`src/scl_pkg.sv`:
```
// shared types and constants of the scaling list delta codec
package scl_pkg;

   localparam int CSR_INDEX_W = 1;
   localparam int CSR_DATA_W  = 7;

   localparam logic [CSR_INDEX_W-1:0] REG_DIRECTION = 1'b0;
   localparam logic [CSR_INDEX_W-1:0] REG_LIST_SIZE = 1'b1;

   localparam logic DIR_DECODE = 1'b0;
   localparam logic DIR_ENCODE = 1'b1;

   localparam logic [7:0] INIT_SCALE     = 8'd8;
   localparam logic [6:0] LIST_SIZE_INIT = 7'd16;

   typedef struct packed {
      logic       direction;
      logic [6:0] list_size;
      logic       restart;
   } cfg_type;

   typedef struct packed {
      logic [7:0]        scale_out;
      logic signed [7:0] delta_out;
      logic              use_default;
      logic              end_of_list;
   } rsp_type;

endpackage

```
`src/scl_if.sv`:
```
// request and response channel interfaces of the scaling list delta codec
interface scl_req_if;
   logic              valid;
   logic              ready;
   logic signed [7:0] delta_in;
   logic [7:0]        entry_in;
   logic              want_default;

   modport source (output valid, delta_in, entry_in, want_default, input ready);
   modport sink   (input valid, delta_in, entry_in, want_default, output ready);
endinterface

interface scl_rsp_if;
   logic              valid;
   logic              ready;
   logic [7:0]        scale_out;
   logic signed [7:0] delta_out;
   logic              use_default;
   logic              end_of_list;

   modport source (output valid, scale_out, delta_out, use_default, end_of_list, input ready);
   modport sink   (input valid, scale_out, delta_out, use_default, end_of_list, output ready);
endinterface

```
`src/scaling_list_delta_codec_top.sv`:
```
// top level of the scaling list delta codec: control registers, sequencer and list memory
//
// codes one scaling list of list_size entries (zero counts as one, values above
// MAX_ENTRIES saturate). decode (direction 0): each request beat carries a signed
// delta and normally gives one response beat, the entry (previous + delta) mod 256,
// with previous starting at 8. a delta that gives zero ends the list: that entry and
// all remaining ones repeat the previous value, one response beat per cycle while the
// response side keeps up, and use_default is set on them when it was the first delta.
// encode (direction 1): request beats load entries into the list memory and give no
// response until the last one; want_default is sampled on the first entry. after the
// last entry the block trims trailing repeats (tracked while loading) and reads the
// kept entries back from the list memory, emitting their wrapped signed deltas, plus
// a closing delta back to zero when the list was cut short or default signalling was
// asked for. rate: one request beat per cycle while the response side keeps up. a zero
// delta in decode mode and the last encode entry each start a drain: the decode drain
// repeats the previous value to the end of the list; the encode drain primes the
// memory read, then emits one delta per kept entry and any closing delta, paced by
// the single read port of the list memory; with default signalling there is no read,
// only the closing delta. no request is taken during that drain. the memory needs no
// clearing pass after reset. response beats sit in a single output register; a new
// request beat is taken only while that register is empty or being emptied in the
// same cycle. writing either control register abandons a partial list; write them
// only while the block is idle.
module scaling_list_delta_codec_top
   import scl_pkg::*;
#(
   parameter int MAX_ENTRIES = 64
) (
   input  logic                   clock,
   input  logic                   reset,
   scl_req_if.sink                req_bus,
   scl_rsp_if.source              rsp_bus,
   input  logic                   csr_wr_en,
   input  logic [CSR_INDEX_W-1:0] csr_index,
   input  logic [CSR_DATA_W-1:0]  csr_wr_data
);

   localparam int AddrW = $clog2(MAX_ENTRIES);

   // control registers
   logic       direction_ff, direction_in;
   logic [6:0] list_size_ff, list_size_in;
   cfg_type    cfg;

   // list memory port
   logic             ram_wr_en;
   logic [AddrW-1:0] ram_wr_addr;
   logic [7:0]       ram_wr_data;
   logic [AddrW-1:0] ram_rd_addr;
   logic [7:0]       ram_rd_data;

   // register write decode
   always_comb begin
      direction_in = direction_ff;
      list_size_in = list_size_ff;
      if (csr_wr_en) begin
         unique case (csr_index)
            REG_DIRECTION: direction_in = csr_wr_data[0];
            REG_LIST_SIZE: list_size_in = csr_wr_data[6:0];
            default:       direction_in = direction_ff;
         endcase
      end
   end

   always_ff @(posedge clock) begin
      if (reset) begin
         direction_ff <= DIR_DECODE;
         list_size_ff <= LIST_SIZE_INIT;
      end else begin
         direction_ff <= direction_in;
         list_size_ff <= list_size_in;
      end
   end

   // any register write restarts the list
   assign cfg.direction = direction_ff;
   assign cfg.list_size = list_size_ff;
   assign cfg.restart   = csr_wr_en &&
                          ((csr_index == REG_DIRECTION) || (csr_index == REG_LIST_SIZE));

   scl_ctrl #(
      .MAX_ENTRIES (MAX_ENTRIES)
   ) u_ctrl (
      .clock       (clock),
      .reset       (reset),
      .cfg         (cfg),
      .req         (req_bus),
      .rsp         (rsp_bus),
      .ram_wr_en   (ram_wr_en),
      .ram_wr_addr (ram_wr_addr),
      .ram_wr_data (ram_wr_data),
      .ram_rd_addr (ram_rd_addr),
      .ram_rd_data (ram_rd_data)
   );

   // list memory, written while loading, read back during the encode drain
   scl_ram #(
      .WIDTH (8),
      .DEPTH (MAX_ENTRIES)
   ) u_list_ram (
      .clock   (clock),
      .wr_en   (ram_wr_en),
      .wr_addr (ram_wr_addr),
      .wr_data (ram_wr_data),
      .rd_addr (ram_rd_addr),
      .rd_data (ram_rd_data)
   );

endmodule

```
`src/scl_ram.sv`:
```
// generic single-port-write, single-port-read ram with registered read data
module scl_ram #(
   parameter int WIDTH = 8,
   parameter int DEPTH = 64,
   localparam int AddrW = $clog2(DEPTH)
) (
   input  logic             clock,
   input  logic             wr_en,
   input  logic [AddrW-1:0] wr_addr,
   input  logic [WIDTH-1:0] wr_data,
   input  logic [AddrW-1:0] rd_addr,
   output logic [WIDTH-1:0] rd_data
);

   logic [WIDTH-1:0] mem_ff [DEPTH];
   logic [WIDTH-1:0] rd_data_ff;

   always_ff @(posedge clock) begin
      if (wr_en) begin
         mem_ff[wr_addr] <= wr_data;
      end
      rd_data_ff <= mem_ff[rd_addr];
   end

   assign rd_data = rd_data_ff;

endmodule

```
`src/scl_ctrl.sv`:
```
// list sequencer: delta accumulate, run tracking, drain of results through the output register
module scl_ctrl
   import scl_pkg::*;
#(
   parameter int MAX_ENTRIES = 64,
   localparam int AddrW = $clog2(MAX_ENTRIES),
   localparam int CntW  = $clog2(MAX_ENTRIES + 1)
) (
   input  logic             clock,
   input  logic             reset,
   input  cfg_type          cfg,
   scl_req_if.sink          req,
   scl_rsp_if.source        rsp,
   output logic             ram_wr_en,
   output logic [AddrW-1:0] ram_wr_addr,
   output logic [7:0]       ram_wr_data,
   output logic [AddrW-1:0] ram_rd_addr,
   input  logic [7:0]       ram_rd_data
);

   localparam logic [2:0] ST_IDLE      = 3'd0;
   localparam logic [2:0] ST_DEC_FILL  = 3'd1;
   localparam logic [2:0] ST_ENC_PRIME = 3'd2;
   localparam logic [2:0] ST_ENC_EMIT  = 3'd3;
   localparam logic [2:0] ST_ENC_CLOSE = 3'd4;

   logic [2:0]      state_ff, state_in;
   logic [CntW-1:0] pos_ff, pos_in;
   logic [7:0]      prev_ff, prev_in;
   logic            defreq_ff, defreq_in;
   logic [CntW-1:0] run_ff, run_in;
   logic [7:0]      ent_ff, ent_in;
   logic [CntW-1:0] idx_ff, idx_in;
   logic [CntW-1:0] halt_ff, halt_in;
   logic            usedef_ff, usedef_in;
   logic            out_valid_ff, out_valid_in;
   rsp_type         out_ff, out_in;

   logic [CntW-1:0] size_c;
   logic            out_free;
   logic            accept;
   logic [CntW-1:0] pos_nx1;
   logic [CntW-1:0] idx_nx1;
   logic            last_pos;
   logic [7:0]      next_val;
   logic [CntW-1:0] run_nx;
   logic            def_nx;
   logic [CntW-1:0] halt_c;

   // effective list length: zero means one, oversize saturates
   always_comb begin
      if (cfg.list_size == 7'd0) begin
         size_c = CntW'(1);
      end else if (cfg.list_size > 7'(MAX_ENTRIES)) begin
         size_c = CntW'(MAX_ENTRIES);
      end else begin
         size_c = CntW'(cfg.list_size);
      end
   end

   assign out_free  = !out_valid_ff || rsp.ready;
   assign req.ready = (state_ff == ST_IDLE) && out_free;
   assign accept    = req.valid && req.ready;
   assign pos_nx1   = pos_ff + CntW'(1);
   assign idx_nx1   = idx_ff + CntW'(1);
   assign last_pos  = (pos_nx1 == size_c);
   assign next_val  = prev_ff + $unsigned(req.delta_in);

   // start of the trailing run of equal entries, and the kept length
   assign run_nx = (pos_ff == '0) ? '0 :
                   (req.entry_in != ent_ff) ? pos_ff : run_ff;
   assign def_nx = (pos_ff == '0) ? req.want_default : defreq_ff;
   assign halt_c = def_nx ? '0 : run_nx + CntW'(1);

   assign ram_wr_en   = accept && (cfg.direction == DIR_ENCODE);
   assign ram_wr_addr = pos_ff[AddrW-1:0];
   assign ram_wr_data = req.entry_in;

   always_comb begin
      state_in     = state_ff;
      pos_in       = pos_ff;
      prev_in      = prev_ff;
      defreq_in    = defreq_ff;
      run_in       = run_ff;
      ent_in       = ent_ff;
      idx_in       = idx_ff;
      halt_in      = halt_ff;
      usedef_in    = usedef_ff;
      out_valid_in = out_valid_ff && !rsp.ready;
      out_in       = out_ff;
      ram_rd_addr  = idx_ff[AddrW-1:0];

      unique case (state_ff)
         ST_IDLE: begin
            if (accept) begin
               if (cfg.direction == DIR_DECODE) begin
                  out_valid_in = 1'b1;
                  out_in.delta_out   = '0;
                  out_in.end_of_list = last_pos;
                  if (next_val != 8'd0) begin
                     out_in.scale_out   = next_val;
                     out_in.use_default = 1'b0;
                     prev_in            = next_val;
                     pos_in             = last_pos ? '0 : pos_nx1;
                     if (last_pos) begin
                        prev_in = INIT_SCALE;
                     end
                  end else begin
                     // zero ends the list: repeat the previous value to the end
                     out_in.scale_out   = prev_ff;
                     out_in.use_default = (pos_ff == '0);
                     usedef_in          = (pos_ff == '0);
                     if (last_pos) begin
                        pos_in  = '0;
                        prev_in = INIT_SCALE;
                     end else begin
                        idx_in   = pos_nx1;
                        state_in = ST_DEC_FILL;
                     end
                  end
               end else begin
                  ent_in    = req.entry_in;
                  run_in    = run_nx;
                  defreq_in = def_nx;
                  if (!last_pos) begin
                     pos_in = pos_nx1;
                  end else begin
                     pos_in    = '0;
                     defreq_in = 1'b0;
                     prev_in   = INIT_SCALE;
                     halt_in   = halt_c;
                     idx_in    = '0;
                     state_in  = (halt_c == '0) ? ST_ENC_CLOSE : ST_ENC_PRIME;
                  end
               end
            end
         end
         ST_DEC_FILL: begin
            if (out_free) begin
               out_valid_in       = 1'b1;
               out_in.scale_out   = prev_ff;
               out_in.delta_out   = '0;
               out_in.use_default = usedef_ff;
               out_in.end_of_list = (idx_nx1 == size_c);
               if (idx_nx1 == size_c) begin
                  pos_in    = '0;
                  prev_in   = INIT_SCALE;
                  defreq_in = 1'b0;
                  state_in  = ST_IDLE;
               end else begin
                  idx_in = idx_nx1;
               end
            end
         end
         ST_ENC_PRIME: begin
            ram_rd_addr = '0;
            state_in    = ST_ENC_EMIT;
         end
         ST_ENC_EMIT: begin
            // read data holds while stalled, next address goes out on a load
            if (out_free) begin
               ram_rd_addr        = idx_nx1[AddrW-1:0];
               out_valid_in       = 1'b1;
               out_in.scale_out   = '0;
               out_in.delta_out   = $signed(ram_rd_data - prev_ff);
               out_in.use_default = 1'b0;
               out_in.end_of_list = (idx_nx1 == halt_ff) && (halt_ff == size_c);
               prev_in            = ram_rd_data;
               if (idx_nx1 == halt_ff) begin
                  if (halt_ff == size_c) begin
                     prev_in  = INIT_SCALE;
                     state_in = ST_IDLE;
                  end else begin
                     state_in = ST_ENC_CLOSE;
                  end
               end else begin
                  idx_in = idx_nx1;
               end
            end
         end
         ST_ENC_CLOSE: begin
            if (out_free) begin
               out_valid_in       = 1'b1;
               out_in.scale_out   = '0;
               out_in.delta_out   = $signed(8'd0 - prev_ff);
               out_in.use_default = 1'b0;
               out_in.end_of_list = 1'b1;
               prev_in            = INIT_SCALE;
               state_in           = ST_IDLE;
            end
         end
         default: begin
            state_in = ST_IDLE;
         end
      endcase

      if (cfg.restart) begin
         pos_in    = '0;
         prev_in   = INIT_SCALE;
         defreq_in = 1'b0;
      end
   end

   always_ff @(posedge clock) begin
      if (reset) begin
         state_ff     <= ST_IDLE;
         pos_ff       <= '0;
         prev_ff      <= INIT_SCALE;
         defreq_ff    <= 1'b0;
         out_valid_ff <= 1'b0;
      end else begin
         state_ff     <= state_in;
         pos_ff       <= pos_in;
         prev_ff      <= prev_in;
         defreq_ff    <= defreq_in;
         out_valid_ff <= out_valid_in;
      end
   end

   always_ff @(posedge clock) begin
      run_ff    <= run_in;
      ent_ff    <= ent_in;
      idx_ff    <= idx_in;
      halt_ff   <= halt_in;
      usedef_ff <= usedef_in;
      out_ff    <= out_in;
   end

   assign rsp.valid       = out_valid_ff;
   assign rsp.scale_out   = out_ff.scale_out;
   assign rsp.delta_out   = out_ff.delta_out;
   assign rsp.use_default = out_ff.use_default;
   assign rsp.end_of_list = out_ff.end_of_list;

endmodule

```
`src/flat_wrapper.sv`:
```
// flat-port wrapper written by rule: the top's interface ports become plain ports
module scaling_list_delta_codec_top_flat import scl_pkg::*;
#(
   parameter int MAX_ENTRIES = 64
)
  (clock, reset, csr_wr_en, csr_index, csr_wr_data, req_bus_valid, req_bus_delta_in, req_bus_entry_in, req_bus_want_default, req_bus_ready, rsp_bus_valid, rsp_bus_scale_out, rsp_bus_delta_out, rsp_bus_use_default, rsp_bus_end_of_list, rsp_bus_ready);
  scl_req_if req_bus_i ();
  scl_rsp_if rsp_bus_i ();
  input  logic clock;
  input  logic reset;
  input  logic csr_wr_en;
  input  logic [CSR_INDEX_W-1:0] csr_index;
  input  logic [CSR_DATA_W-1:0] csr_wr_data;
  input wire logic [$bits(req_bus_i.valid)-1:0] req_bus_valid;
  input wire logic [$bits(req_bus_i.delta_in)-1:0] req_bus_delta_in;
  input wire logic [$bits(req_bus_i.entry_in)-1:0] req_bus_entry_in;
  input wire logic [$bits(req_bus_i.want_default)-1:0] req_bus_want_default;
  output wire logic [$bits(req_bus_i.ready)-1:0] req_bus_ready;
  output wire logic [$bits(rsp_bus_i.valid)-1:0] rsp_bus_valid;
  output wire logic [$bits(rsp_bus_i.scale_out)-1:0] rsp_bus_scale_out;
  output wire logic [$bits(rsp_bus_i.delta_out)-1:0] rsp_bus_delta_out;
  output wire logic [$bits(rsp_bus_i.use_default)-1:0] rsp_bus_use_default;
  output wire logic [$bits(rsp_bus_i.end_of_list)-1:0] rsp_bus_end_of_list;
  input wire logic [$bits(rsp_bus_i.ready)-1:0] rsp_bus_ready;
  assign req_bus_i.valid = req_bus_valid;
  assign req_bus_i.delta_in = req_bus_delta_in;
  assign req_bus_i.entry_in = req_bus_entry_in;
  assign req_bus_i.want_default = req_bus_want_default;
  assign req_bus_ready = req_bus_i.ready;
  assign rsp_bus_valid = rsp_bus_i.valid;
  assign rsp_bus_scale_out = rsp_bus_i.scale_out;
  assign rsp_bus_delta_out = rsp_bus_i.delta_out;
  assign rsp_bus_use_default = rsp_bus_i.use_default;
  assign rsp_bus_end_of_list = rsp_bus_i.end_of_list;
  assign rsp_bus_i.ready = rsp_bus_ready;
  scaling_list_delta_codec_top #(.MAX_ENTRIES(MAX_ENTRIES)) u_core (.clock(clock), .reset(reset), .req_bus(req_bus_i), .rsp_bus(rsp_bus_i), .csr_wr_en(csr_wr_en), .csr_index(csr_index), .csr_wr_data(csr_wr_data));
endmodule
```
`config.mk`:
```
export PLATFORM = sky130hd
export DESIGN_NAME = scaling_list_delta_codec_top_flat
export DESIGN_NICKNAME = d
export VERILOG_FILES = /design/src/scl_pkg.sv /design/src/scl_if.sv /design/src/scaling_list_delta_codec_top.sv /design/src/scl_ram.sv /design/src/scl_ctrl.sv /design/src/flat_wrapper.sv
export SDC_FILE = /design/constraint.sdc
export NUM_CORES = 1
export LEC_CHECK = 0
export ABC_CLOCK_PERIOD_IN_PS = 6800
export BUFFER_PORTS_ARGS = -buffer_cell sky130_fd_sc_hd__clkbuf_2
export CORE_MARGIN = 5
export CORE_UTILIZATION = 48
export CTS_BUF_LIST = sky130_fd_sc_hd__clkbuf_8 sky130_fd_sc_hd__clkbuf_16
export CTS_CLUSTER_DIAMETER = 60
export DETAILED_ROUTE_END_ITERATION = 8
export GPL_TIMING_DRIVEN = 0
export PLACE_DENSITY = 0.67
export SETUP_SLACK_MARGIN = 0.15
export SYNTH_ARGS = -nofsm -noshare
export SYNTH_HDL_FRONTEND = slang
export SYNTH_SLANG_ARGS = --single-unit
```
`constraint.sdc`:
```
create_clock -name clock -period 6.8 [get_ports clock]
set_input_delay 1.36 -clock clock [delete_from_list [all_inputs] [get_ports clock]]
set_output_delay 1.36 -clock clock [all_outputs]
set_load 0.02 [all_outputs]
```
; Word-level counts from Yosys, hierarchy flattened
; Memory sizes are Yosys's and may differ from the RTL's. A register that Yosys moved wholly into a read port is not among the register bits.
; Index checks and enable logic that the tools add are counted.
[totals]
register_bits = 76
mem_bits_rw = 512
in_bits = 30
out_inout_bits = 20
elab_cells = 149
memories = 1
[mem_list]
columns = name, depth, width, rd, rd_ports_with_merged_regs, wr, line_no
row1 = u_core.u_list_ram.mem_ff, 64, 8, 1, 1, 1, scl_ram.sv:15  ; logic [WIDTH-1:0] mem_ff [DEPTH];
[op_classes]
add_sub_neg = 6
n_lt_le_gt_ge = 1
eq_ne = 23
mux = 70
bitwise_logic = 3
n_reduce_logical = 29
[op_table]
columns = cell, count
row1 = 2-to-1 mux 7 bit, 20
row2 = 2-to-1 mux 8 bit, 12
row3 = 2-to-1 mux 18 bit, 5
row4 = case mux 18 bit (4 select lines), 1
row5 = 2-to-1 mux 3 bit, 12
row6 = case mux 8 bit (4 select lines), 1
row7 = == test 7 bit, 4
row8 = adder 7 x 1 -> 7 bit (second input constant), 3
row9 = zero test 7 bit, 3
row10 = case mux 7 bit (3 select lines), 1
row11 = != test 2 bit (second input constant), 9
row12 = AND reduction 9 bit, 2
row13 = case mux 3 bit (5 select lines), 1
row14 = case mux 7 bit (2 select lines), 1
row15 = 2-to-1 mux 1 bit, 12
row16 = case mux 6 bit (2 select lines), 1
row17 = AND reduction 6 bit, 2
row18 = AND reduction 5 bit, 2
row19 = adder 8 bit, 1
row20 = != test 8 bit, 1
row21 = AND reduction 4 bit, 2
row22 = nonzero test 8 bit, 1
row23 = subtractor 1 x 8 -> 8 bit (first input constant), 1
row24 = subtractor 8 bit, 1
row25 = 22 further kinds, 33

; Depth between registers and ports, before layout
; Gate-level depths: netlist of the first run.
[depth]
word_depth = 11
depth_mapped = 14
mapped_depth_nobuf = 13

; Hierarchy
; From an unflattened synthesis of the first run, not the netlist that was laid out.
[unflattened]
cells_unflattened = 1557
hier_area_um2 = 25673.4
[by_module_without_submodules]
columns = mod, n_inst, cells_each, area_each_um2, seq_area_each_um2
row1 = scl_ram, 1, 930, 20064.2, 15534.9
row2 = scl_ctrl, 1, 591, 5237.5, 1841.8
row3 = scaling_list_delta_codec_top, 1, 36, 371.6, 160.2

; Worst setup path before layout of the first run
; OpenSTA, ideal clock, no wires.
[synth_path]
kind = input to register
from = input req_bus_delta_in[0]
to = register u_core.u_ctrl.idx_ff[0], enable pin
setup_ps = 373
t_arrival_ps = 3641
required_time_ps = 6427
slack_ps = 2786
cell_stages = 9
n_path_buf = 0
cell_sequence = ha_1 -> fa_1 -> a211o_1 -> a21o_1 -> a221oi_1 -> nand4_1 -> nor2_1 -> nand2_1 -> a21oi_1
[synth_between]
elab_chain_cells = 4
[synth_lines]
columns = item, line_no
row1 = from (decl), flat_wrapper.sv:15  ; input wire logic [$bits(req_bus_i.delta_in)-1:0] req_bus_delta_in;
row2 = adder 8 bit, scl_ctrl.sv:67  ; assign next_val = prev_ff + $unsigned(req.delta_in);
row3 = nonzero test 8 bit, scl_ctrl.sv:100  ; if (next_val != 8'd0) begin
row4 = != test 3 x 2 -> 1 bit (no line), -
row5 = AND reduction 9 bit (no line), -
row6 = to (signal assigned), scl_ctrl.sv:223  ; idx_ff <= idx_in;
row7 = to (decl), scl_ctrl.sv:33  ; logic [CntW-1:0] idx_ff, idx_in;
; Every way passes these cells.
; A chain may end at the register's enable or synchronous reset.

; Worst setup path in the final report of the first run
[layout_path]
from = input rsp_bus_ready
to = register u_core.u_list_ram.rd_data_ff[2], in the netlist u_core.u_list_ram.rd_data[2] (read register of u_core.u_list_ram.mem_ff)
[layout_between]
elab_chain_cells = 3
[layout_lines]
columns = item, line_no
row1 = from (decl), flat_wrapper.sv:24  ; input wire logic [$bits(rsp_bus_i.ready)-1:0] rsp_bus_ready;
row2 = logical OR 1 bit, scl_ctrl.sv:61  ; assign out_free = !out_valid_ff || rsp.ready;
row3 = 2-to-1 mux 6 bit, scl_ctrl.sv:161  ; if (out_free) begin
row4 = case mux 6 bit (2 select lines), scl_ctrl.sv:93  ; unique case (state_ff)
row5 = to (decl), scl_ram.sv:16  ; logic [WIDTH-1:0] rd_data_ff;
; Every way passes these cells.

==> metrics.md, run 1 <==
| Metric | Value |
|---|---|
| PD cells | `262 nW/um^2` |
| Buf+Inv Stages, Crit Path | `4` |
| Storage element area | `17500 um^2` |
| Max Freq | `198 MHz` |
| Setup violators final | `0` |
| Status | `finished, final reports clean` |
| TritonRoute pass-1 iters | `8` |
| Largest area contributor in the netlist | `edfxtp_1` |
| Leading cell type in the layout, fill and taps excluded | `edfxtp_1` |
| Clock buffer count from CTS | `67` |
| Initial drt markers | `2204` |
| DRC | `0` |
| Initial antenna violation count | `0` |
| Synth Instances | `2195` |
| Die H | `244 um` |
| Crit-path leading delay family | `compound AO/OA/AOI/OAI gates` |
| Crit path max-delay cell type | `o21ai_1` |
| Commonest cells after routing, fill and taps aside | `560 x edfxtp_1, 481 x nand2_1, 129 x nor2_1` |
| Synthesized area per cell | `12.0 um^2` |
| R2R Setup Slk | `2.16 ns` |
| GP Congestion | `0.955` |
| Multi-input logic area | `8020 um^2` |
| RSZ-0062 raised after global routing | `false` |
| Sequential area share after synthesis | `66.6%` |
| Largest family of logic cells by synthesized area | `simple AND/OR/NAND/NOR gates` |
| Tmin final | `5.05 ns` |
| Synth async-reset ratio | `0%` |
| Synth Flop Type | `edfxtp_1` |
| Post-route ant nets | `0` |
| Tcrit/Tclk final | `74.3%` |
| Die Footprint | `59600 um^2` |
| Clock Sink Count | `596` |
| Final layout net count | `2364` |
| TritonCTS clock tree | `done` |
| Reg clk slew, reported paths | `0.06 ns` |
| Slew headroom | `28.8%` |
| First-pass GRT wire length | `110000 um` |
| Clock Latency Late Sink | `0.61 ns` |
| Setup bufs post-CTS | `0` |
| Area share of the largest cell type after synthesis | `63.9%` |
| Worst hold path startpoint | `u_core.u_list_ram.rd_data[7]` |
| Starting Density | `48.7%` |
| Share of layout cells above drive strength 1 | `9.69%` |
| Port bufs | `48` |
| Fin Setup TNS | `0 ns` |
| Least-Margin Pin Slew | `1.07 ns` |
| CP Max Fanout | `10` |
| Critical path class | `input pin to flip-flop` |
| Clock Root Buffer | `clkbuf_16` |
| Antenna cells | `0` |
| Fill cells | `4504` |
| Final Cell Area | `29600 um^2` |
| Final Max Tran Viols | `0` |
| Cts repair resizes | `0` |
| Routed vias/inst | `6.16` |
| Core Rows | `85` |
| Largest net degree at the start of global routing | `67` |
| Synth-to-Final Area Change | `12.3%` |
| Crit path launch type | `input pin` |
| Leak | `10.2 nW` |
| Critical-path cell list | `clkbuf_2, nand2b_1, buf_2, a31oi_1, o21ai_1, clkbuf_1, clkbuf_1, a311oi_1, a311oi_1, a21oi_1, a211oi_1, a31oi_1` |
| Hold Buf Count CTS | `0` |
| Proportion of synthesized area in mux cells | `0.328%` |
| Worst Setup SP | `rsp_bus_ready` |
| Synth top area cells | `edfxtp_1 64%, nand2_1 6.9%, dfxtp_1 2.7%` |
| Simple-Gate Fraction of Synth Area | `15.7%` |
| MaxCap Viol Count | `0` |
| Mapped cell area | `26300 um^2` |
| Adder-Cell Fraction of Synth Area | `1.01%` |
| Skew final | `0.0279 ns` |
| Total wire length | `74100 um` |
| Xor and xnor area share after synthesis | `1.52%` |
| Worst r2r src | `u_core.u_ctrl.idx_ff[1]` |
| Vias | `18844` |
| Synth Area in Compound Gates | `11.9%` |
| Vias in the first global route | `18043` |
| Detail Placement HPWL | `48900 um` |
| Final Hold Viols | `0` |
| Synthesis Warnings | `0` |
| Grt ovf | `0` |
| Flops & latches, synth | `596` |
| Die width | `244 um` |
| CTS H-tree depth | `3` |
| IO Pins | `50` |
| Core Footprint | `54000 um^2` |
| GRT Util Overall | `24.2%` |
| CP peak stage delay | `0.80 ns` |
| Unique cell type count in the Yosys netlist | `89` |
| Hold crit path type | `flip-flop to flip-flop` |
| Crit path DAT | `5.46 ns` |
| Crit. End Element | `flip-flop` |
| EDFF count, synth | `560` |
| Data required, critical path | `7.21 ns` |
| Synth Net Count | `2245` |
| VDD IR max | `0.000197 V` |
| Placed cell area | `27500 um^2` |
| WL/cell | `24.2 um` |
| Max clock buf depth | `3` |
synth_stat cells, types with 36 or more instances:
library cell and n:
a211oi_1 64, a311oi_1 72, nand3_1 110, clkbuf_1 91, dfxtp_1 36, nor2_1 130, buf_2 39, a21oi_1 64
edfxtp_1 560, o21ai_0 42, and3_1 103, nand2_1 481, a31oi_1 60
per-layer routing:
layer	GRT usage, %	share of wire, %	vias up
li1	-	-	8480
met1	33.3	40	9152
met2	38.8	46	1038
met3	4.91	9.9	174
met4	8.23	3.6	0
met5	0	0	-
final timing paths:
path / end / cells after the start
min: u_core.u_ctrl.prev_ff[7] / 2
max: u_core.u_list_ram.rd_data[2] / 12
max reg2reg: u_core.u_list_ram.rd_data[2] / 12
min reg2reg: u_core.u_ctrl.prev_ff[7] / 2
cell families after synthesis:
| logic type | count (synthesis) |
|---|---|
| adders and majority gates | 20 |
| xor gates and xnor gates | 40 |
| buffers and inverters | 177 |
| DFF | 596 |
| and+or+nand+nor | 922 |
| AOI/OAI and AO/OA | 432 |
| muxes | 8 |
layout make-up:
type                    instances  share of cell area (%)
repair buffers                 50                    1.07
inverters                      27                   0.385
plain buffers                 150                    2.22
clock buffers                  72                    6.02
multi-input cells            1422                    27.1
clock inverters                47                   0.876
flip-flops and latches        596                    59.3
well taps                     696                    2.95
stage by stage:
| step | setup WS (ns) | total power, mW | utilization, % | hold slack (ns) | cells |
|---|---|---|---|---|---|
| after floorplan | 2.79 | 4.30 | - | 0.462 | 2195 |
| after global placement | 1.39 | 4.44 | 50.8 | 0.484 | 2939 |
| after detailed placement | 1.38 | 4.45 | 50.9 | 0.494 | 2941 |
| after CTS | 1.99 | 7.77 | 54.7 | 0.516 | 3060 |
| after global routing | 1.66 | 7.96 | 54.7 | 0.530 | 3060 |
| final | 1.75 | 7.74 | 54.7 | 0.505 | 3060 |
worst min-delay path: stages (launching register included):
cell and delay (ns):
dfxtp_1 0.32, nand2_1 0.05, a31oi_1 0.08
where the power goes:
part	total (mW)	internal, mW	switching (mW)
Sequential	4.05	4.03	0.0133
Clock	3.37	1.90	1.47
Combinational	0.334	0.105	0.229
registers in the layout, indices dropped and copies added (netlist names), 3 cells and up:
name / flops
u_core.u_ctrl.rsp.delta_out: 8
u_core.u_ctrl.run_ff: 7
u_core.u_list_ram.rd_data: 8
u_core.u_list_ram.mem_ff: 512
u_core.u_ctrl.idx_ff: 7
u_core.u_ctrl.ent_ff: 8
u_core.u_ctrl.pos_ff: 7
u_core.list_size_ff: 7
u_core.u_ctrl.state_ff: 3
u_core.u_ctrl.halt_ff: 7
u_core.u_ctrl.prev_ff: 8
u_core.u_ctrl.rsp.scale_out: 8
(Power assumes the default switching activity.)
==> run 2: changes to the inputs <==
--- a/config.mk
+++ b/config.mk
@@ -5,7 +5,8 @@
 export SDC_FILE = /design/constraint.sdc
 export NUM_CORES = 1
 export LEC_CHECK = 0
-export ABC_CLOCK_PERIOD_IN_PS = 6800
+export ABC_AREA = 1
+export ABC_CLOCK_PERIOD_IN_PS = 4700
 export BUFFER_PORTS_ARGS = -buffer_cell sky130_fd_sc_hd__clkbuf_2
 export CORE_MARGIN = 5
 export CORE_UTILIZATION = 48
==> constraint.sdc (replaced) <==
create_clock -name clock -period 4.7 [get_ports clock]
set_input_delay 0.94 -clock clock [delete_from_list [all_inputs] [get_ports clock]]
set_output_delay 0.94 -clock clock [all_outputs]
set_load 0.02 [all_outputs]
==> run 2 against run 1 <==
Net effect: flip-flop and latch count unchanged; register-to-register slack lost 1.9 ns; area after synthesis is 1.5% lower; clock power increased by 36%; critical path depth fell by 1; non-clock buffer count fell by 29; via count down 4.8%; clock skew decreased by 0.0042 ns; design area decreased by 1.9%; count of clock-buffer cells in the layout fell by 11; cell count decreased by 1.9%; critical path type is now flip-flop to flip-flop; highest routed layer unchanged.
==> metrics.md, run 2 <==
| Metric | Value |
|---|---|
| Commonest cells after routing, fill and taps aside | `560 x edfxtp_1, 282 x nor2_1, 199 x o21ai_0` |
| GP Congestion | `0.910 (-4.7%)` |
| Leak | `9.70 nW (-5.1%)` |
| Least-Margin Pin Slew | `1.32 ns (+0.256 ns)` |
| TritonRoute pass-1 iters | `6 (-2)` |
| CP Max Fanout | `20 (+10)` |
| Worst hold path startpoint | `u_core.u_ctrl.defreq_ff` |
| Max clock buf depth | `3 (unchanged)` |
| Hold path cells | `2 (unchanged)` |
| Total wire length | `70900 um (-4.4%)` |
| Final layout net count | `2309 (-2.3%)` |
| Synth Flop Type | `edfxtp_1` |
| Unique cell type count in the Yosys netlist | `51 (-43%)` |
| Synth top area cells | `edfxtp_1 65%, nor2_1 4.1%, o21ai_0 3.8%` |
| R2R Setup Slk | `0.31 ns (-1.85 ns)` |
| VDD IR max | `0.000316 V (+60%)` |
| Worst r2r src | `u_core.u_ctrl.state_ff[1]` |
| Die Footprint | `58800 um^2 (-1.5%)` |
| Hold crit path type | `flip-flop to flip-flop` |
| Tcrit/Tclk final | `93.5%` |
| Reg2reg end | `u_core.u_list_ram.mem_ff[34][7]` |
| Vias | `17945 (-4.8%)` |
| Worst Setup SP | `u_core.u_ctrl.state_ff[1]` |
| Initial drt markers | `1985 (-9.9%)` |
| Core Rows | `85 (unchanged)` |
| Critical path class | `flip-flop to flip-flop` |
| TritonCTS clock tree | `done` |
| Most frequent cell after synthesis | `edfxtp_1` |
| Final Max Tran Viols | `0 (unchanged)` |
| Synth-to-Final Area Change | `11.9%` |
| GRT Util Overall | `23.5% (-0.66 points)` |
| Skew final | `0.0236 ns (-0.00424 ns)` |
| Fill cells | `4458 (-1.0%)` |
| WL/cell | `23.6 um (-2.5%)` |
| Crit. End Element | `flip-flop` |
| Synth Instances | `2144 (-2.3%)` |
| IO Pins | `50 (unchanged)` |
| Max Freq | `228 MHz` |
| Clock buffer count from CTS | `61 (-9.0%)` |
| Max FFs per register | `512 (unchanged)` |
| DRC | `0 (unchanged)` |
| Routed vias/inst | `5.98 (-3.0%)` |
| Flops & latches, synth | `596 (unchanged)` |
| Port bufs | `49 (+2.1%)` |
| Cts repair resizes | `0 (unchanged)` |
| Synthesis Warnings | `0 (unchanged)` |
| Grt ovf | `0 (unchanged)` |
| Die width | `242 um (-0.74%)` |
| Post-route ant nets | `0 (unchanged)` |
| Most flop-heavy register | `u_core.u_list_ram.mem_ff` |
| Largest net degree at the start of global routing | `68 (+1.5%)` |
| Reg clk slew, reported paths | `0.06 ns (about the same)` |
| Initial antenna violation count | `1 (+1)` |
| Leading cell type in the layout, fill and taps excluded | `edfxtp_1` |
| Clock Root Buffer | `clkbuf_16` |
| MaxCap Viol Count | `0 (unchanged)` |
| Clock Sink Count | `596 (unchanged)` |
| Synth Net Count | `2194 (-2.3%)` |
| Final Hold Viols | `0 (unchanged)` |
| Synth async-reset ratio | `0% (unchanged)` |
| Starting Density | `48.3% (-0.46 points)` |
| Crit path DAT | `4.66 ns (-0.80 ns)` |
| Die H | `242 um (-0.74%)` |
| Hold Buf Count CTS | `0 (unchanged)` |
| Area share of the largest cell type after synthesis | `64.9% (+0.99 points)` |
| Data required, critical path | `4.97 ns (-2.24 ns)` |
| Most frequent cells after synthesis | `560 x edfxtp_1, 283 x nor2_1, 199 x o21ai_0` |
| Setup violators final | `0 (unchanged)` |
| Share of layout cells above drive strength 1 | `12.5% (+2.8 points)` |
| Fin Setup TNS | `0 ns (unchanged)` |
| Clock Latency Late Sink | `0.64 ns (+0.03 ns)` |
| Sequential area share after synthesis | `67.6% (+1.0 points)` |
| Synthesized area per cell | `12.1 um^2 (+0.82%)` |
| Core Footprint | `53700 um^2 (-0.59%)` |
| Largest area contributor in the netlist | `edfxtp_1` |
| PD cells | `424 nW/um^2 (+62%)` |
| WHS Endpoint | `u_core.u_ctrl.defreq_ff` |
| PnR Total Power | `12.3 mW (+59%)` |
| Antenna cells | `0 (unchanged)` |
| Status | `finished, final reports clean` |
| Mapped cell area | `25900 um^2 (-1.5%)` |
| First-pass GRT wire length | `106000 um (-4.0%)` |
| RSZ-0062 raised after global routing | `true` |
| Tmin final | `4.39 ns` |
| Vias in the first global route | `17311 (-4.1%)` |
| Worst Reg2Reg Path Length in Cells | `11 (-1)` |
| Detail Placement HPWL | `47600 um (-2.5%)` |
| CTS H-tree depth | `2 (-1)` |
| Crit path launch type | `flip-flop` |
| Slew headroom | `11.9% (-17 points)` |
| EDFF count, synth | `560 (unchanged)` |
-- run 2: changes by cell type in the layout (fill, tap and decap cells not counted), moves of 54 or more --
cell      before  now
o21ai_0       42  199
o22ai_1        7   74
a311oi_1      72    0
a31oi_1       60    6
a211oi_1      64    1
inv_1         40  109
and3_1       103    1
o211ai_1       5   98
nor2_1       129  282
o21ai_1        4   84
nand2_1      481  123
or2_0          0   55
-- run 2: how the worst max path moves through the flow --
stage | endpoint
floorplan | u_core.u_ctrl.idx_ff[0]
global placement | u_core.u_list_ram.mem_ff[35][3]
detailed placement | u_core.u_list_ram.mem_ff[35][4]
CTS | u_core.u_list_ram.mem_ff[35][1]
global route | u_core.u_list_ram.mem_ff[34][6]
finish | u_core.u_list_ram.mem_ff[34][7]
-- run 2: stage by stage --
| stage | setup slack (ns) | cells | area, um^2 | hold WS [ns] | utilization [%] |
|---|---|---|---|---|---|
| 6_report | 0.307 | 3003 | 29000 | 0.473 | 54.0 |
| 5_1_grt | 0.0844 | 3003 | 29000 | 0.498 | 54.0 |
| 4_1_cts | 0.324 | 3002 | 29000 | 0.472 | 54.0 |
| 3_5_place_dp | -0.0432 | 2891 | 27100 | 0.463 | 50.5 |
| 3_3_place_gp | 0.0547 | 2889 | 27000 | 0.452 | 50.3 |
| 2_1_floorplan | 0.957 | 2144 | 25900 | 0.439 | - |
-- run 2: kinds of logic after synthesis --
kind of cell               share of synthesized area [%]
and+or+nand+nor                                     12.6
DFF                                                 67.6
AOI/OAI and AO/OA                                   13.5
buffers and inverters                               4.04
xor gates and xnor gates                            1.21
adders and majority gates                           1.02
-- run 2: timing repair --
item,in CTS,in global routing
setup endpoints to repair,0,112
hold endpoints to repair,0,0
buffers inserted,0,1
-- run 2: critical path, cell delays in order (launching register included) --
cell and delay, ns:
dfxtp_1 0.40, nor2_1 0.19, inv_2 0.07, nor2_4 0.11, inv_2 0.07, nor2_2 0.11
nand2_2 0.11, nor2_2 0.74, inv_1 0.22, nor2_1 0.26, nand3_1 0.79, nor2_1 0.93
-- run 2: report_power, final --
group	switching (mW)	internal, mW
logic	1.23	0.520
clock network	2.02	2.57
registers	0.0522	5.91
-- run 2: area by class of cell --
type	instances	area [um^2]	share of cell area (%)
Tap cell	696	871	3.00
Clock inverter	50	354	1.22
Sequential cell	596	17500	60.5
Multi-Input combinational cell	1319	7350	25.3
Buffer	119	634	2.19
Inverter	110	413	1.42
Clock buffer	61	1530	5.26
Timing Repair Buffer	52	320	1.10
-- run 2: metal layers --
layer | routed length [um] | part of all wire [%] | global-route usage, % | vias to the layer above
li1 | - | - | - | 8135
met1 | 28900 | 41 | 32.5 | 8767
met2 | 33300 | 47 | 38.5 | 897
met3 | 6230 | 8.8 | 3.88 | 146
met4 | 2370 | 3.3 | 7.64 | 0
met5 | 0 | 0 | 0 | -
==> run 3: changes to the inputs <==
--- a/config.mk
+++ b/config.mk
@@ -9,12 +9,13 @@
 export ABC_CLOCK_PERIOD_IN_PS = 4700
 export BUFFER_PORTS_ARGS = -buffer_cell sky130_fd_sc_hd__clkbuf_2
 export CORE_MARGIN = 5
-export CORE_UTILIZATION = 48
+export CORE_UTILIZATION = 63
 export CTS_BUF_LIST = sky130_fd_sc_hd__clkbuf_8 sky130_fd_sc_hd__clkbuf_16
 export CTS_CLUSTER_DIAMETER = 60
 export DETAILED_ROUTE_END_ITERATION = 8
 export GPL_TIMING_DRIVEN = 0
-export PLACE_DENSITY = 0.67
+export HOLD_SLACK_MARGIN = 0.02
+export PLACE_DENSITY = 0.83
 export SETUP_SLACK_MARGIN = 0.15
 export SYNTH_ARGS = -nofsm -noshare
 export SYNTH_HDL_FRONTEND = slang
==> run 3 against run 2 <==
Net effect: combinational power hardly changed; clock power is 4% higher; hold slack worse by 0.0053 ns; setup slack worse by 0.11 ns; highest routed layer is now met5.
==> metrics.md, run 3 (synthesis gave the netlist of run 2 again) <==
| Metric | Value |
|---|---|
| Status | `finished, final reports clean` |
| Worst Reg2Reg Path Length in Cells | `9 (-2)` |
| PD cells | `433 nW/um^2 (+2.1%)` |
| Die H | `213 um (-12%)` |
| Largest net degree at the start of global routing | `68 (unchanged)` |
| CP Max Fanout | `20 (unchanged)` |
| Data required, critical path | `4.95 ns (-0.02 ns)` |
| Hold crit path type | `flip-flop to flip-flop` |
| Tmin final | `4.50 ns (+0.108 ns)` |
| Final Hold Viols | `0 (unchanged)` |
| Critical Path End | `u_core.u_list_ram.mem_ff[3][0]` |
| Fin Setup TNS | `0 ns (unchanged)` |
| Max FFs per register | `512 (unchanged)` |
| Routed vias/inst | `6.51 (+9.0%)` |
| Final layout net count | `2305 (-0.17%)` |
| Skew final | `0.0235 ns (-0.000131 ns)` |
| Die width | `213 um (-12%)` |
| Reg2reg end | `u_core.u_list_ram.mem_ff[3][0]` |
| Final Max Tran Viols | `0 (unchanged)` |
| Total wire length | `70900 um (about the same)` |
| Critical path class | `flip-flop to flip-flop` |
| Detail Placement HPWL | `45900 um (-3.7%)` |
| Clock Latency Late Sink | `0.63 ns (about the same)` |
| CP peak stage delay | `1.19 ns (+0.26 ns)` |
| Crit path launch type | `flip-flop` |
| VDD IR max | `0.000476 V (+51%)` |
| Initial drt markers | `2694 (+36%)` |
| MaxCap Viol Count | `0 (unchanged)` |
| Grt ovf | `0 (unchanged)` |
| WHS | `0.467 ns (-0.00535 ns)` |
| Critical-path cell list | `nor2_1, inv_2, nor2_4, inv_2, nor2_2, nand2_2, nor2_2, nand4_1, nor2_1` |
| Clock Root Buffer | `clkbuf_16` |
| Post-place setup slack | `0.0292 ns (+0.0724 ns)` |
| PnR Total Power | `12.5 mW (+1.5%)` |
| R2R Setup Slk | `0.20 ns (-0.11 ns)` |
| Crit. End Element | `flip-flop` |
| TritonRoute pass-1 iters | `7 (+1)` |
| IO Pins | `50 (unchanged)` |
| Final worst setup slack | `0.199 ns (-0.108 ns)` |
| Antenna cells | `0 (unchanged)` |
| RSZ-0062 raised after global routing | `false` |
| Initial antenna violation count | `1 (unchanged)` |
| TritonCTS clock tree | `done` |
| GRT Util Overall | `30.9% (+7.4 points)` |
| Crit path DAT | `4.75 ns (+0.09 ns)` |
| WL/cell | `25.0 um (+5.9%)` |
| Hold Buf Count CTS | `0 (unchanged)` |
| CTS H-tree depth | `2 (unchanged)` |
| Leading cell type in the layout, fill and taps excluded | `edfxtp_1` |
| Vias | `18478 (+3.0%)` |
| Die Footprint | `45300 um^2 (-23%)` |
| Max clock buf depth | `3 (unchanged)` |
| Setup bufs post-CTS | `0 (unchanged)` |
| Worst Setup SP | `u_core.u_ctrl.state_ff[1]` |
| Cts repair resizes | `0 (unchanged)` |
| GP Congestion | `0.998 (+9.7%)` |
| Vias in the first global route | `17922 (+3.5%)` |
| Leak | `9.72 nW (+0.23%)` |
| Starting Density | `63.6% (+15 points)` |
| Commonest cells after routing, fill and taps aside | `560 x edfxtp_1, 282 x nor2_1, 199 x o21ai_0` |
| Crit path max-delay cell type | `nand4_1` |
| Post-route ant nets | `0 (unchanged)` |
| Share of layout cells above drive strength 1 | `12.7% (+0.23 points)` |
| Port bufs | `49 (unchanged)` |
| First-pass GRT wire length | `105000 um (-0.60%)` |
| Worst r2r src | `u_core.u_ctrl.state_ff[1]` |
| Core Rows | `74 (-13%)` |
| Tcrit/Tclk final | `95.8% (+2.3 points)` |
| Slew headroom | `20.8% (+8.9 points)` |
| Setup violators final | `0 (unchanged)` |
| Most flop-heavy register | `u_core.u_list_ram.mem_ff` |
| DRC | `0 (unchanged)` |
| Core Footprint | `40700 um^2 (-24%)` |
| Max Freq | `222 MHz (-2.4%)` |
| Clock Sink Count | `596 (unchanged)` |
| Least-Margin Pin Slew | `1.18 ns (-0.137 ns)` |
| Synth-to-Final Area Change | `11.3%` |
| Reg clk slew, reported paths | `0.06 ns (about the same)` |
| Clock buffer count from CTS | `59 (-3.3%)` |
run 3: worst max-delay path, delay by kind of cell (launching register included):
kind,cells,cell delay [ns]
buffers and inverters,2,0.15
DFF,1,0.40
and+or+nand+nor,7,3.57
run 3: worst min path at each step:
| stage | start | endpoint | slack, ns | depth (start not counted) |
|---|---|---|---|---|
| after floorplan | u_core.u_ctrl.defreq_ff | u_core.u_ctrl.defreq_ff | 0.44 | 2 |
| after global placement | u_core.u_ctrl.defreq_ff | u_core.u_ctrl.defreq_ff | 0.45 | 2 |
| after detailed placement | u_core.u_ctrl.defreq_ff | u_core.u_ctrl.defreq_ff | 0.46 | 2 |
| after CTS | u_core.u_ctrl.defreq_ff | u_core.u_ctrl.defreq_ff | 0.47 | 2 |
| after global routing | u_core.u_ctrl.defreq_ff | u_core.u_ctrl.defreq_ff | 0.49 | 2 |
| final | u_core.u_ctrl.defreq_ff | u_core.u_ctrl.defreq_ff | 0.47 | 2 |
run 3: cell type report:
class,instances,area (um^2)
buffer,119,634
clock buffer,60,1500
clock inverter,51,460
fill,2711,11900
inverter,110,413
multi-input combinational,1319,7350
sequential,596,17500
tap,532,666
timing repair buffer,50,293
run 3: metal layers:
metal	GRT usage, %	share of wire (%)
met4	14.9	5.7
met5	0	0.018
met3	5.11	12
met2	50.5	47
met1	41.0	35
run 3: where the power goes:
group          switching [mW]  internal (mW)  total, mW
combinational            1.25          0.519       1.77
sequential             0.0521           5.91       5.96
clock                    2.01           2.76       4.77
run 3: stage by stage:
| stage | utilization [%] | instance area, um^2 | instances |
|---|---|---|---|
| floorplan | - | 25900 | 2144 |
| global placement | 65.9 | 26800 | 2725 |
| detailed placement | 66.0 | 26900 | 2726 |
| CTS | 70.8 | 28900 | 2837 |
| global route | 70.8 | 28900 | 2837 |
| finish | 70.8 | 28900 | 2837 |
